File: src/rtl/voxel_intensity_adjust_assert.svh
// Assertion macros used by the voxel intensity adjust back end.
`ifndef VOXEL_INTENSITY_ADJUST_ASSERT_SVH
`define VOXEL_INTENSITY_ADJUST_ASSERT_SVH

// Same-cycle implication, checked at every rising edge out of reset.
`define VIA_ASSERT_IMP(lbl, ante, cons) \
  lbl: assert property (@(posedge clk) disable iff (!rst_n) (ante) |-> (cons)) \
    else $error("same-cycle check failed");

// Next-cycle implication, checked at every rising edge out of reset.
`define VIA_ASSERT_NEXT(lbl, ante, cons) \
  lbl: assert property (@(posedge clk) disable iff (!rst_n) (ante) |=> (cons)) \
    else $error("next-cycle check failed");

`endif

File: src/rtl/via_pkg.sv
// Types and constants shared by the voxel intensity adjust modules.
`timescale 1ns / 1ps
`default_nettype none
package via_pkg;

  localparam logic [2:0] REG_MODE      = 3'd0;
  localparam logic [2:0] REG_UPPER     = 3'd1;
  localparam logic [2:0] REG_LOWER     = 3'd2;
  localparam logic [2:0] REG_AB_RATIO  = 3'd3;
  localparam logic [2:0] REG_FRACTIONS = 3'd4;
  localparam logic [2:0] REG_REF_DOSE  = 3'd5;
  localparam logic [2:0] REG_SCALE     = 3'd6;
  localparam logic [2:0] REG_BOUNDS    = 3'd7;

  localparam int MODE_CLAMP_HI = 0;
  localparam int MODE_CLAMP_LO = 1;
  localparam int MODE_DOSE     = 2;
  localparam int MODE_SCALE    = 3;
  localparam int MODE_STRETCH  = 4;

  localparam logic OP_APPLY = 1'b1;

  localparam logic [1:0] ST_OK   = 2'd0;
  localparam logic [1:0] ST_ZERO = 2'd1;
  localparam logic [1:0] ST_SAT  = 2'd2;

  localparam int QUEUE_DEPTH = 4;

  typedef struct packed {
    logic op;
    logic first;
    logic sat;
  } via_ctl_t;

  typedef struct packed {
    logic start;
    logic is_div;
  } via_mreq_t;

  typedef struct packed {
    logic done;
    logic sat;
    logic busy;
  } via_mrsp_t;

  typedef enum logic [3:0] {
    S_IDLE,
    S_DOSE,
    S_DOSE_DIV1,
    S_DOSE_MUL,
    S_DOSE_DIV2,
    S_SCALE,
    S_SCALE_MUL,
    S_POST,
    S_STR_DIV,
    S_STR_MUL,
    S_EMIT
  } via_state_t;

endpackage
`default_nettype wire

File: src/rtl/via_muldiv.sv
// Shared iterative unit: shift-and-add fixed-point multiply, restoring divide.
`timescale 1ns / 1ps
`default_nettype none
module via_muldiv import via_pkg::*; #(
  parameter int VW = 32,
  parameter int FB = 16
) (
  input  wire logic                 clk,
  input  wire logic                 rst_n,
  input  wire via_mreq_t            req,
  input  wire logic signed [VW-1:0] op_a,
  input  wire logic signed [VW-1:0] op_b,
  output via_mrsp_t                 rsp,
  output logic signed [VW-1:0]      res
);

  localparam int NW = VW + FB;
  localparam int MW = (2 * VW > NW) ? 2 * VW : NW;
  localparam int CW = $clog2(NW + 1);

  logic            busy_r, fin_r, done_r, div_r, neg_r, sat_r;
  logic [CW-1:0]   cnt_r;
  logic [VW-1:0]   mcand_r;
  logic [2*VW-1:0] acc_r;
  logic [NW-1:0]   num_r;
  logic [VW:0]     rem_r;
  logic signed [VW-1:0] res_r;

  logic [VW-1:0] mag_a, mag_b;
  logic [VW:0]   rem_sh, hsum;
  logic          ge;
  logic [MW-1:0] mag, lim, mclip;
  logic          over;
  logic [VW-1:0] mv;

  assign mag_a = op_a[VW-1] ? (~op_a + 1'b1) : op_a;
  assign mag_b = op_b[VW-1] ? (~op_b + 1'b1) : op_b;

  assign rem_sh = {rem_r[VW-1:0], num_r[NW-1]};
  assign ge     = rem_sh >= {1'b0, mcand_r};
  assign hsum   = acc_r[0] ? ({1'b0, acc_r[2*VW-1:VW]} + {1'b0, mcand_r})
                           : {1'b0, acc_r[2*VW-1:VW]};

  // Magnitude limit: a negative result may reach one step further.
  assign mag   = div_r ? MW'(num_r) : MW'(acc_r >> FB);
  assign lim   = neg_r ? (MW'(1) << (VW - 1)) : ((MW'(1) << (VW - 1)) - MW'(1));
  assign over  = mag > lim;
  assign mclip = over ? lim : mag;
  assign mv    = mclip[VW-1:0];

  always_ff @(posedge clk) begin
    if (!rst_n) begin
      busy_r <= 1'b0;
      fin_r  <= 1'b0;
      done_r <= 1'b0;
    end else begin
      done_r <= 1'b0;
      if (req.start) begin
        busy_r  <= 1'b1;
        div_r   <= req.is_div;
        neg_r   <= op_a[VW-1] ^ op_b[VW-1];
        mcand_r <= mag_b;
        acc_r   <= {{VW{1'b0}}, mag_a};
        num_r   <= NW'(mag_a) << FB;
        rem_r   <= '0;
        cnt_r   <= req.is_div ? CW'(NW) : CW'(VW);
      end else if (busy_r) begin
        if (div_r) begin
          rem_r <= ge ? (rem_sh - {1'b0, mcand_r}) : rem_sh;
          num_r <= {num_r[NW-2:0], ge};
        end else begin
          acc_r <= {hsum, acc_r[VW-1:1]};
        end
        cnt_r <= cnt_r - CW'(1);
        if (cnt_r == CW'(1)) begin
          busy_r <= 1'b0;
          fin_r  <= 1'b1;
        end
      end else if (fin_r) begin
        fin_r  <= 1'b0;
        done_r <= 1'b1;
        sat_r  <= over;
        res_r  <= neg_r ? $signed(~mv + 1'b1) : $signed(mv);
      end
    end
  end

  assign rsp.done = done_r;
  assign rsp.sat  = sat_r;
  assign rsp.busy = busy_r | fin_r;
  assign res      = res_r;

endmodule
`default_nettype wire

File: src/rtl/via_front.sv
// Front end: takes an input word, saturates it and applies the clamps that the mode enables.
`timescale 1ns / 1ps
`default_nettype none
module via_front import via_pkg::*; #(
  parameter int VW = 32
) (
  input  wire logic                in_operation,
  input  wire logic                in_first_of_frame,
  input  wire logic signed [31:0]  in_voxel_value,
  input  wire logic [4:0]          mode,
  input  wire logic signed [31:0]  upper_limit,
  input  wire logic signed [31:0]  lower_limit,
  output via_ctl_t                 ctl,
  output logic signed [VW-1:0]     value
);

  localparam int EW = (VW > 32) ? VW : 32;
  localparam logic signed [EW:0] VMAX = {{(EW-VW+2){1'b0}}, {(VW-1){1'b1}}};
  localparam logic signed [EW:0] VMIN = ~VMAX;

  function automatic logic signed [EW:0] ext32(input logic [31:0] x);
    return {{(EW-31){x[31]}}, x};
  endfunction

  // Returns the saturation flag above the value clipped to VALUE_WIDTH.
  function automatic logic [VW:0] clampw(input logic signed [EW:0] x);
    logic signed [EW:0] y;
    logic f;
    f = 1'b0;
    y = x;
    if (x > VMAX) begin
      y = VMAX;
      f = 1'b1;
    end else if (x < VMIN) begin
      y = VMIN;
      f = 1'b1;
    end
    return {f, y[VW-1:0]};
  endfunction

  logic [VW:0] v_p, u_p, l_p;
  logic signed [VW-1:0] u_v, l_v;

  assign v_p = clampw(ext32(in_voxel_value));
  assign u_p = clampw(ext32(upper_limit));
  assign l_p = clampw(ext32(lower_limit));
  assign u_v = $signed(u_p[VW-1:0]);
  assign l_v = $signed(l_p[VW-1:0]);

  always_comb begin
    value     = $signed(v_p[VW-1:0]);
    ctl.op    = in_operation;
    ctl.first = in_first_of_frame;
    ctl.sat   = v_p[VW];
    if (mode[MODE_CLAMP_HI]) begin
      ctl.sat = ctl.sat | u_p[VW];
      if (value > u_v) begin
        value = u_v;
      end
    end
    if (mode[MODE_CLAMP_LO]) begin
      ctl.sat = ctl.sat | l_p[VW];
      if (value < l_v) begin
        value = l_v;
      end
    end
  end

endmodule
`default_nettype wire

File: src/rtl/via_queue.sv
// Small register queue between the front and back ends.
`timescale 1ns / 1ps
`default_nettype none
module via_queue #(
  parameter int W     = 35,
  parameter int DEPTH = 4
) (
  input  wire logic         clk,
  input  wire logic         rst_n,
  input  wire logic         push,
  input  wire logic [W-1:0] wr_data,
  input  wire logic         pop,
  output logic [W-1:0]      rd_data,
  output logic              empty,
  output logic              full
);

  localparam int AW = $clog2(DEPTH);

  logic [W-1:0] mem_r [DEPTH];
  logic [AW:0]  wp_r, rp_r;

  assign empty   = wp_r == rp_r;
  assign full    = (wp_r[AW] != rp_r[AW]) && (wp_r[AW-1:0] == rp_r[AW-1:0]);
  assign rd_data = mem_r[rp_r[AW-1:0]];

  always_ff @(posedge clk) begin
    if (!rst_n) begin
      wp_r <= '0;
      rp_r <= '0;
    end else begin
      if (push) begin
        wp_r <= wp_r + 1'b1;
      end
      if (pop) begin
        rp_r <= rp_r + 1'b1;
      end
    end
  end

  always_ff @(posedge clk) begin
    if (push) begin
      mem_r[wp_r[AW-1:0]] <= wr_data;
    end
  end

endmodule
`default_nettype wire

File: src/rtl/via_back.sv
// Back end: sequencer for dose rescale, scale, min-max tracking and stretch.
`timescale 1ns / 1ps
`default_nettype none
`include "voxel_intensity_adjust_assert.svh"
module via_back import via_pkg::*; #(
  parameter int VW = 32,
  parameter int FB = 16
) (
  input  wire logic                 clk,
  input  wire logic                 rst_n,
  input  wire logic [4:0]           mode,
  input  wire logic [31:0]          ab_ratio,
  input  wire logic [31:0]          fractions,
  input  wire logic [31:0]          ref_dose,
  input  wire logic [31:0]          scale,
  input  wire logic [31:0]          bound_lo,
  input  wire logic [31:0]          bound_hi,
  input  wire logic                 q_empty,
  input  wire via_ctl_t             q_ctl,
  input  wire logic signed [VW-1:0] q_value,
  output logic                      q_pop,
  input  wire logic                 out_ready,
  output logic                      out_valid,
  output logic signed [31:0]        out_adjusted_value,
  output logic [1:0]                out_status
);

  localparam int EW = (VW > 32) ? VW : 32;
  localparam logic signed [EW:0] VMAX  = {{(EW-VW+2){1'b0}}, {(VW-1){1'b1}}};
  localparam logic signed [EW:0] VMIN  = ~VMAX;
  localparam logic signed [EW:0] O_MAX = {{(EW-30){1'b0}}, {31{1'b1}}};
  localparam logic signed [EW:0] O_MIN = ~O_MAX;

  function automatic logic signed [EW:0] ext32(input logic [31:0] x);
    return {{(EW-31){x[31]}}, x};
  endfunction

  function automatic logic signed [EW:0] extv(input logic [VW-1:0] x);
    return {{(EW-VW+1){x[VW-1]}}, x};
  endfunction

  function automatic logic [VW:0] clampw(input logic signed [EW:0] x);
    logic signed [EW:0] y;
    logic f;
    f = 1'b0;
    y = x;
    if (x > VMAX) begin
      y = VMAX;
      f = 1'b1;
    end else if (x < VMIN) begin
      y = VMIN;
      f = 1'b1;
    end
    return {f, y[VW-1:0]};
  endfunction

  // The sum of two values fits one bit above VALUE_WIDTH, so EW+1 bits are exact.
  function automatic logic [VW:0] addsub(input logic [VW-1:0] a, input logic [VW-1:0] b,
                                         input logic sub);
    logic signed [EW:0] s;
    s = sub ? (extv(a) - extv(b)) : (extv(a) + extv(b));
    return clampw(s);
  endfunction

  via_state_t state_r, state_nxt;
  logic signed [VW-1:0] v_r, v_nxt, min_r, min_nxt, max_r, max_nxt;
  logic zf_r, zf_nxt, sf_r, sf_nxt, op_r, op_nxt, first_r, first_nxt;
  logic out_valid_r, out_valid_nxt;
  logic signed [31:0] out_val_r, out_val_nxt;
  logic [1:0] out_status_r, out_status_nxt;
  logic out_load;

  via_mreq_t u_req;
  via_mrsp_t u_rsp;
  logic signed [VW-1:0] u_a, u_b, u_res;

  via_muldiv #(.VW(VW), .FB(FB)) u_muldiv (
    .clk  (clk),
    .rst_n(rst_n),
    .req  (u_req),
    .op_a (u_a),
    .op_b (u_b),
    .rsp  (u_rsp),
    .res  (u_res)
  );

  logic [VW:0] ab_p, n_p, d_p, sc_p, lo_p, hi_p, den_p, s_p, rng_p, dif_p, hl_p, sum_p;
  logic dose_zero, range_zero;
  logic signed [EW:0] ov;
  logic osat;
  logic signed [31:0] o32;

  assign ab_p  = clampw(ext32(ab_ratio));
  assign n_p   = clampw(ext32(fractions));
  assign d_p   = clampw(ext32(ref_dose));
  assign sc_p  = clampw(ext32(scale));
  assign lo_p  = clampw(ext32(bound_lo));
  assign hi_p  = clampw(ext32(bound_hi));
  assign den_p = addsub(ab_p[VW-1:0], d_p[VW-1:0], 1'b0);
  assign s_p   = addsub(ab_p[VW-1:0], u_res, 1'b0);
  assign rng_p = addsub(max_r, min_r, 1'b1);
  assign dif_p = addsub(v_r, min_r, 1'b1);
  assign hl_p  = addsub(hi_p[VW-1:0], lo_p[VW-1:0], 1'b1);
  assign sum_p = addsub(u_res, lo_p[VW-1:0], 1'b0);

  assign dose_zero  = (n_p[VW-1:0] == '0) || (den_p[VW-1:0] == '0);
  assign range_zero = rng_p[VW-1:0] == '0;

  assign ov   = extv(v_r);
  assign osat = (ov > O_MAX) || (ov < O_MIN);
  assign o32  = (ov > O_MAX) ? O_MAX[31:0] : ((ov < O_MIN) ? O_MIN[31:0] : ov[31:0]);

  always_comb begin
    state_nxt = state_r;
    case (state_r)
      S_IDLE: begin
        if (!q_empty) begin
          state_nxt = mode[MODE_DOSE] ? S_DOSE : S_SCALE;
        end
      end
      S_DOSE:      state_nxt = dose_zero ? S_SCALE : S_DOSE_DIV1;
      S_DOSE_DIV1: if (u_rsp.done) state_nxt = S_DOSE_MUL;
      S_DOSE_MUL:  if (u_rsp.done) state_nxt = S_DOSE_DIV2;
      S_DOSE_DIV2: if (u_rsp.done) state_nxt = S_SCALE;
      S_SCALE:     state_nxt = mode[MODE_SCALE] ? S_SCALE_MUL : S_POST;
      S_SCALE_MUL: if (u_rsp.done) state_nxt = S_POST;
      S_POST: begin
        if (op_r != OP_APPLY) begin
          state_nxt = S_IDLE;
        end else if (mode[MODE_STRETCH] && !range_zero) begin
          state_nxt = S_STR_DIV;
        end else begin
          state_nxt = S_EMIT;
        end
      end
      S_STR_DIV:   if (u_rsp.done) state_nxt = S_STR_MUL;
      S_STR_MUL:   if (u_rsp.done) state_nxt = S_EMIT;
      S_EMIT:      if (!out_valid_r || out_ready) state_nxt = S_IDLE;
      default:     state_nxt = S_IDLE;
    endcase
  end

  always_comb begin
    v_nxt          = v_r;
    min_nxt        = min_r;
    max_nxt        = max_r;
    zf_nxt         = zf_r;
    sf_nxt         = sf_r;
    op_nxt         = op_r;
    first_nxt      = first_r;
    q_pop          = 1'b0;
    u_req.start    = 1'b0;
    u_req.is_div   = 1'b0;
    u_a            = v_r;
    u_b            = v_r;
    out_load       = 1'b0;
    out_val_nxt    = out_val_r;
    out_status_nxt = out_status_r;
    case (state_r)
      S_IDLE: begin
        if (!q_empty) begin
          q_pop     = 1'b1;
          v_nxt     = q_value;
          op_nxt    = q_ctl.op;
          first_nxt = q_ctl.first;
          sf_nxt    = q_ctl.sat;
          zf_nxt    = 1'b0;
        end
      end
      S_DOSE: begin
        sf_nxt = sf_r | ab_p[VW] | n_p[VW] | d_p[VW] | den_p[VW];
        if (dose_zero) begin
          zf_nxt = 1'b1;
          v_nxt  = '0;
        end else begin
          u_req.start  = 1'b1;
          u_req.is_div = 1'b1;
          u_b          = $signed(n_p[VW-1:0]);
        end
      end
      S_DOSE_DIV1: begin
        if (u_rsp.done) begin
          sf_nxt      = sf_r | u_rsp.sat | s_p[VW];
          u_req.start = 1'b1;
          u_b         = $signed(s_p[VW-1:0]);
        end
      end
      S_DOSE_MUL: begin
        if (u_rsp.done) begin
          sf_nxt       = sf_r | u_rsp.sat;
          u_req.start  = 1'b1;
          u_req.is_div = 1'b1;
          u_a          = u_res;
          u_b          = $signed(den_p[VW-1:0]);
        end
      end
      S_DOSE_DIV2, S_SCALE_MUL: begin
        if (u_rsp.done) begin
          sf_nxt = sf_r | u_rsp.sat;
          v_nxt  = u_res;
        end
      end
      S_SCALE: begin
        if (mode[MODE_SCALE]) begin
          sf_nxt      = sf_r | sc_p[VW];
          u_req.start = 1'b1;
          u_b         = $signed(sc_p[VW-1:0]);
        end
      end
      S_POST: begin
        if (op_r != OP_APPLY) begin
          if (first_r) begin
            min_nxt = v_r;
            max_nxt = v_r;
          end else begin
            if (v_r > max_r) max_nxt = v_r;
            if (v_r < min_r) min_nxt = v_r;
          end
        end else if (mode[MODE_STRETCH]) begin
          if (range_zero) begin
            sf_nxt = sf_r | rng_p[VW];
            zf_nxt = 1'b1;
            v_nxt  = '0;
          end else begin
            sf_nxt       = sf_r | rng_p[VW] | dif_p[VW] | lo_p[VW] | hi_p[VW] | hl_p[VW];
            u_req.start  = 1'b1;
            u_req.is_div = 1'b1;
            u_a          = $signed(dif_p[VW-1:0]);
            u_b          = $signed(rng_p[VW-1:0]);
          end
        end
      end
      S_STR_DIV: begin
        if (u_rsp.done) begin
          sf_nxt      = sf_r | u_rsp.sat;
          u_req.start = 1'b1;
          u_a         = u_res;
          u_b         = $signed(hl_p[VW-1:0]);
        end
      end
      S_STR_MUL: begin
        if (u_rsp.done) begin
          sf_nxt = sf_r | u_rsp.sat | sum_p[VW];
          v_nxt  = $signed(sum_p[VW-1:0]);
        end
      end
      S_EMIT: begin
        if (!out_valid_r || out_ready) begin
          out_load       = 1'b1;
          out_val_nxt    = o32;
          out_status_nxt = zf_r ? ST_ZERO : ((sf_r | osat) ? ST_SAT : ST_OK);
        end
      end
      default: begin
        v_nxt = v_r;
      end
    endcase
    if (out_load) begin
      out_valid_nxt = 1'b1;
    end else if (out_ready) begin
      out_valid_nxt = 1'b0;
    end else begin
      out_valid_nxt = out_valid_r;
    end
  end

  always_ff @(posedge clk) begin
    if (!rst_n) begin
      state_r     <= S_IDLE;
      out_valid_r <= 1'b0;
      min_r       <= '0;
      max_r       <= '0;
    end else begin
      state_r     <= state_nxt;
      out_valid_r <= out_valid_nxt;
      min_r       <= min_nxt;
      max_r       <= max_nxt;
    end
  end

  always_ff @(posedge clk) begin
    v_r          <= v_nxt;
    zf_r         <= zf_nxt;
    sf_r         <= sf_nxt;
    op_r         <= op_nxt;
    first_r      <= first_nxt;
    out_val_r    <= out_val_nxt;
    out_status_r <= out_status_nxt;
  end

  assign out_valid          = out_valid_r;
  assign out_adjusted_value = out_val_r;
  assign out_status         = out_status_r;

  `VIA_ASSERT_IMP(a_pop_nonempty, q_pop, !q_empty)
  `VIA_ASSERT_IMP(a_load_free, out_load, !out_valid_r || out_ready)
  `VIA_ASSERT_IMP(a_unit_idle, u_req.start, !u_rsp.busy)
  `VIA_ASSERT_IMP(a_done_waited, u_rsp.done,
                  state_r == S_DOSE_DIV1 || state_r == S_DOSE_MUL ||
                  state_r == S_DOSE_DIV2 || state_r == S_SCALE_MUL ||
                  state_r == S_STR_DIV || state_r == S_STR_MUL)

endmodule
`default_nettype wire

File: src/rtl/voxel_intensity_adjust.sv
// Top level of the voxel intensity adjust block: registers, front, queue, back.
`timescale 1ns / 1ps
`default_nettype none
// Voxel intensity adjust: each word is saturated and clamped by the enabled
// limits in the front end in the cycle it is accepted and written to a
// four-word queue, so the input keeps flowing while the back end works, until
// the queue is full. The back end handles one word at a time with a single
// shared multiply/divide unit and takes each word through its steps in order:
// taking it from the queue, the dose and scale decisions, the post step and
// loading the output register. A stalled output holds the back end until the
// output register is free. Measure words update the running minimum and
// maximum and give no result; apply words give one result in an output
// register.
module voxel_intensity_adjust import via_pkg::*; #(
  parameter int VALUE_WIDTH   = 32,
  parameter int FRACTION_BITS = 16
) (
  input  wire logic         clk,
  input  wire logic         rst_n,
  input  wire logic         in_valid,
  output logic              in_ready,
  input  wire logic         in_operation,
  input  wire logic         in_first_of_frame,
  input  wire logic [31:0]  in_voxel_value,
  output logic              out_valid,
  input  wire logic         out_ready,
  output logic [31:0]       out_adjusted_value,
  output logic [1:0]        out_status,
  input  wire logic         cfg_valid,
  output logic              cfg_ready,
  input  wire logic [2:0]   cfg_index,
  input  wire logic [63:0]  cfg_data
);

  localparam int VW = VALUE_WIDTH;
  localparam int QW = VW + $bits(via_ctl_t);

  logic [4:0]  mode_r;
  logic [31:0] upper_r, lower_r, ab_r, frac_r, dose_r, scale_r;
  logic [63:0] bounds_r;

  assign cfg_ready = 1'b1;

  always_ff @(posedge clk) begin
    if (!rst_n) begin
      mode_r   <= '0;
      upper_r  <= 32'h7fff_ffff;
      lower_r  <= 32'h8000_0000;
      ab_r     <= 32'h000a_0000;
      frac_r   <= 32'h0001_0000;
      dose_r   <= 32'h0002_0000;
      scale_r  <= 32'h0001_0000;
      bounds_r <= 64'h0001_0000_0000_0000;
    end else if (cfg_valid && cfg_ready) begin
      case (cfg_index)
        REG_MODE:      mode_r   <= cfg_data[4:0];
        REG_UPPER:     upper_r  <= cfg_data[31:0];
        REG_LOWER:     lower_r  <= cfg_data[31:0];
        REG_AB_RATIO:  ab_r     <= cfg_data[31:0];
        REG_FRACTIONS: frac_r   <= cfg_data[31:0];
        REG_REF_DOSE:  dose_r   <= cfg_data[31:0];
        REG_SCALE:     scale_r  <= cfg_data[31:0];
        REG_BOUNDS:    bounds_r <= cfg_data;
        default:       mode_r   <= mode_r;
      endcase
    end
  end

  via_ctl_t f_ctl, q_ctl;
  logic signed [VW-1:0] f_value, q_value;
  logic [QW-1:0] q_rd;
  logic q_empty, q_full, q_pop, push;

  assign in_ready = !q_full;
  assign push     = in_valid && in_ready;

  via_front #(.VW(VW)) u_front (
    .in_operation     (in_operation),
    .in_first_of_frame(in_first_of_frame),
    .in_voxel_value   (in_voxel_value),
    .mode             (mode_r),
    .upper_limit      (upper_r),
    .lower_limit      (lower_r),
    .ctl              (f_ctl),
    .value            (f_value)
  );

  via_queue #(.W(QW), .DEPTH(QUEUE_DEPTH)) u_queue (
    .clk    (clk),
    .rst_n  (rst_n),
    .push   (push),
    .wr_data({f_ctl, f_value}),
    .pop    (q_pop),
    .rd_data(q_rd),
    .empty  (q_empty),
    .full   (q_full)
  );

  assign q_ctl   = q_rd[QW-1:VW];
  assign q_value = $signed(q_rd[VW-1:0]);

  via_back #(.VW(VW), .FB(FRACTION_BITS)) u_back (
    .clk               (clk),
    .rst_n             (rst_n),
    .mode              (mode_r),
    .ab_ratio          (ab_r),
    .fractions         (frac_r),
    .ref_dose          (dose_r),
    .scale             (scale_r),
    .bound_lo          (bounds_r[31:0]),
    .bound_hi          (bounds_r[63:32]),
    .q_empty           (q_empty),
    .q_ctl             (q_ctl),
    .q_value           (q_value),
    .q_pop             (q_pop),
    .out_ready         (out_ready),
    .out_valid         (out_valid),
    .out_adjusted_value(out_adjusted_value),
    .out_status        (out_status)
  );

endmodule
`default_nettype wire
File: config.mk
export PLATFORM = sky130hd
export DESIGN_NAME = voxel_intensity_adjust
export DESIGN_NICKNAME = d
export VERILOG_FILES = /design/src/rtl/via_pkg.sv /design/src/rtl/via_muldiv.sv /design/src/rtl/via_front.sv /design/src/rtl/via_queue.sv /design/src/rtl/via_back.sv /design/src/rtl/voxel_intensity_adjust.sv
export VERILOG_INCLUDE_DIRS = /design/src /design/src/rtl
export SDC_FILE = /design/constraint.sdc
export NUM_CORES = 2
export LEC_CHECK = 0
export BUFFER_PORTS_ARGS = -buffer_cell sky130_fd_sc_hd__buf_2
export CAP_MARGIN = 10
export CORE_MARGIN = 2
export CORE_UTILIZATION = 60
export DETAILED_ROUTE_END_ITERATION = 7
export PLACE_DENSITY = 0.78
export SYNTH_ARGS = -nofsm -noshare
export SYNTH_HDL_FRONTEND = slang
export SYNTH_SLANG_ARGS = --single-unit
File: constraint.sdc
create_clock -name clk -period 17.1 [get_ports clk]
set_input_delay 1.71 -clock clk [delete_from_list [all_inputs] [get_ports clk]]
set_output_delay 1.71 -clock clk [all_outputs]
set_load 0.02 [all_outputs]
==> results.md <==
- Status: finished with violations
- Failing checks: DRC
- Placer Congestion: 1.111
- RSZ-0062 raised after global routing: false
- Final period util: 0.4615
- RR Endpoint: u_back.u_muldiv.acc_r[29]
- GR Util met3: 0.1144
- P_leak: 0.02299 µW
- Fin util: 0.6505
- Port bufs: 141
- CTS root buf: clkbuf_16
- Nets@finish: 6713
- Worst Hold Class: register to register
- Most frequent CP cell: o21a_1
- Std cell rows: 111
- Detailed Route WL: 218000 µm
- Worst setup SP type: primary input
- Post-Syn Area: 55190 µm²
- Clock Tree Buf Depth: 3
- Initial antenna violation count: 11
- Met2 usage: 0.6762
- Synthesis-stage register bit count: 768
- RR Startpoint: u_back.v_r[0]
- Highest clock rate: 0.1267 GHz
- Clk pin slew, worst setup/hold paths: 0.06 ns
- Fin. Hold Viols: 0
- Yosys top cell area share: 0.2323
- Cell Pwr Density: 149.6 nW/µm²
- I/O pins: 143
- DR iter-0 viols: 6212
- Critical path class: primary input to register
- First-pass GRT wire length: 311000 µm
- Avg Inst Size Synth: 8.676 µm²
- Arrival @ worst endpoint: 8.34 ns
- Reg2Reg Setup Slack: 9.32 ns
- Setup ws final: 9.208 ns
- Layout cells sized above 1: 0.09753
- Clk_lat worst skew: 0.73 ns
- Chip width: 307.3 µm
- Worst EP required: 17.55 ns
- Drt drc: 2
- Total gr overflow: 0
- # Max-Cap Violations: 0
- Mapped Cells: 6362
- Number of flops mapped to enable cells by yosys: 427
- Asr flop ratio synth: 0
- Crit path time final: 7.892 ns
- Fill cells: 7620
- Sequential share of the synthesized area: 0.3560
- Top FF cell, synth: edfxtp_1
- Largest fanout on the critical path: 48
- Synth area leaders: edfxtp_1 (23%), dfxtp_1 (12%), ha_1 (8.9%)
- Hold EP: scale_r[23]
- Maximum VDD drop: 0.00008952 V
- Reg2reg path depth: 20
- Post-CTS setup buffer count: 0
- Setup total negative slack: 0 ns
- Initial Util: 0.6040
- Least-Margin Pin Slew: 1.377 ns
- Vias in the first global route: 46760
- Slew Limit Fails: 0
- Launch point of the critical path: in_voxel_value[1]
- Die height: 307.3 µm
- YS warnings: 0
- M1 GR Usage: 0.5712
- CP endpoint kind: register
- Largest area contributor in the netlist: edfxtp_1
- Vias per inst: 6.769
- Slew margin rel.: 0.07662
- Hold Path Stages: 2
- Final clock skew: 0.05899 ns
- Area Growth Syn to Fin: 7.698%
- Num CTS Buffers: 84
- Post-place setup slack: 8.671 ns
- WHS: 0.4685 ns
- Post-DP HPWL: 161700 µm
- DR WL/cell: 29.17 µm
- First-pass detailed-route iteration total: 8
- H-tree lvl count: 3
- Clk sink count: 768
- Hold Startpoint: scale_r[23]
- GR peak layer: met2
- Antenna Nets Post-Route: 0
- Overall routing resource usage: 0.4499
- Hold buffer count at CTS: 0
- Die Area: 94430 µm²
- CTS tree: built
- Finish-stage setup viols: 0
- DR vias: 50580
- Core Box Area: 91390 µm²
- Largest net degree at the start of global routing: 117
- Post-CTS sizing: 0
- Critical-path top delay cell: o211ai_1
- Synth cell types: 106
- Crit path largest cell delay: 0.74 ns
-- critical path, delay by kind of cell --
| kind | cells | cell delay (ns) |
|---|---|---|
| AO/OA/AOI/OAI | 19 | 4.00 |
| adder cells (fa/ha/maj) | 2 | 0.65 |
| AND/OR/NAND/NOR | 5 | 0.45 |
| buffers and inverters | 3 | 1.06 |
| multiplexers | 1 | 0.44 |
-- registers in the layout, indices dropped and copies added, names as in the netlist, 32 cells and up, named ones only --
signal and count:
u_queue.mem_r 140, u_back.u_muldiv.rem_r 32, frac_r 32, upper_r 32
u_back.out_adjusted_value 32, ab_r 32, u_back.u_muldiv.mcand_r 32, u_back.u_muldiv.num_r 48
u_back.max_r 32, u_back.min_r 32, lower_r 32, u_back.u_muldiv.acc_r 64
u_back.v_r 32, bounds_r 64, scale_r 32, u_back.u_muldiv.res 32
dose_r 32
-- cells in the final DEF (no fill, tap or decap), types with 74 or more instances in the layout --
master,count
xor2_1,101
buf_4,109
o211ai_1,92
buf_2,141
dfxtp_1,339
nor2_1,436
mux2_2,79
nand2_1,830
inv_1,312
ha_1,394
clkbuf_16,86
a21oi_1,393
nand3_1,104
nor3_1,89
xnor2_1,165
mux2i_1,175
edfxtp_1,427
a21o_1,137
nor2b_1,124
nand2b_1,74
a21boi_0,243
o21ai_0,331
-- metal layers --
metal  vias up  share of wire
li1      22620              -
met1     24220           0.38
met2      2981           0.43
met3       748           0.11
met4        12          0.081
met5         -        0.00053
-- area by class of cell --
type / instances / area [µm²] / share of cell area
flip-flops and latches: 768 / 19650 / 0.3306
multi-input cells: 4786 / 32620 / 0.5488
diodes: 11 / 27.53 / 0.0004631
repair buffers: 252 / 1558 / 0.02621
well taps: 1186 / 1484 / 0.02496
inverters: 313 / 1175 / 0.01976
clock inverters: 51 / 639.4 / 0.01076
clock buffers: 105 / 2283 / 0.03841
-- where the power goes --
| part | switching, µW | internal (µW) | leakage, µW |
|---|---|---|---|
| registers | 233 | 2310 | 0.00669 |
| logic | 2940 | 1470 | 0.0149 |
| clock network | 839 | 1100 | 0.00141 |
| total | 4010 | 4880 | 0.0230 |
-- Yosys cell counts (21+ instances only) --
| library cell | number |
|---|---|
| a211oi_1 | 58 |
| o21a_1 | 73 |
| nand2_1 | 831 |
| inv_1 | 312 |
| nand3_1 | 105 |
| nor4_1 | 41 |
| nor2b_1 | 124 |
| o21ai_1 | 23 |
| or2_2 | 32 |
| nor3_1 | 95 |
| o22ai_1 | 26 |
| a21boi_0 | 245 |
| a31oi_1 | 67 |
| a21o_1 | 137 |
| a21oi_1 | 394 |
| nand4_1 | 66 |
| mux4_2 | 34 |
| edfxtp_1 | 427 |
| and2_1 | 56 |
| ha_1 | 394 |
| mux2_2 | 79 |
| maj3_1 | 22 |
| buf_1 | 21 |
| o211ai_1 | 92 |
| dfxtp_1 | 341 |
| and3_1 | 38 |
| xor2_1 | 101 |
| xnor2_1 | 165 |
| clkbuf_1 | 456 |
| nand2b_1 | 74 |
| o21bai_1 | 28 |
| nor2_1 | 444 |
| o21ai_0 | 332 |
| a221oi_1 | 24 |
| o31ai_1 | 36 |
| or3_1 | 33 |
| mux2i_1 | 175 |
-- through the flow --
stage	power, µW	cell area, µm²	std cells
after floorplan	5217	55210	6365
after global placement	6677	56460	7302
after detailed placement	6737	56470	7303
after CTS	8682	59390	7459
after global routing	9154	59420	7461
final	8893	59440	7472
-- worst max-delay path by stage --
stage | endpoint | depth (start not counted)
floorplan | u_back.u_muldiv.num_r[0] | 18
global placement | u_queue.mem_r[0][2] | 31
detailed placement | u_queue.mem_r[1][2] | 31
CTS | u_queue.mem_r[2][2] | 31
global route | u_queue.mem_r[3][2] | 31
finish | u_queue.mem_r[2][2] | 30
-- logic make-up after synthesis --
logic type	Yosys count	share of synthesized area
and+or+nand+nor	2009	0.1689
xor gates and xnor gates	266	0.04221
adders and majority gates	424	0.09621
AOI/OAI and AO/OA	1794	0.2187
muxes	288	0.06173
buffers and inverters	811	0.05615
DFF	768	0.3560
other	2	0.0001361
Note: power is estimated with default switching activity, not from simulation.
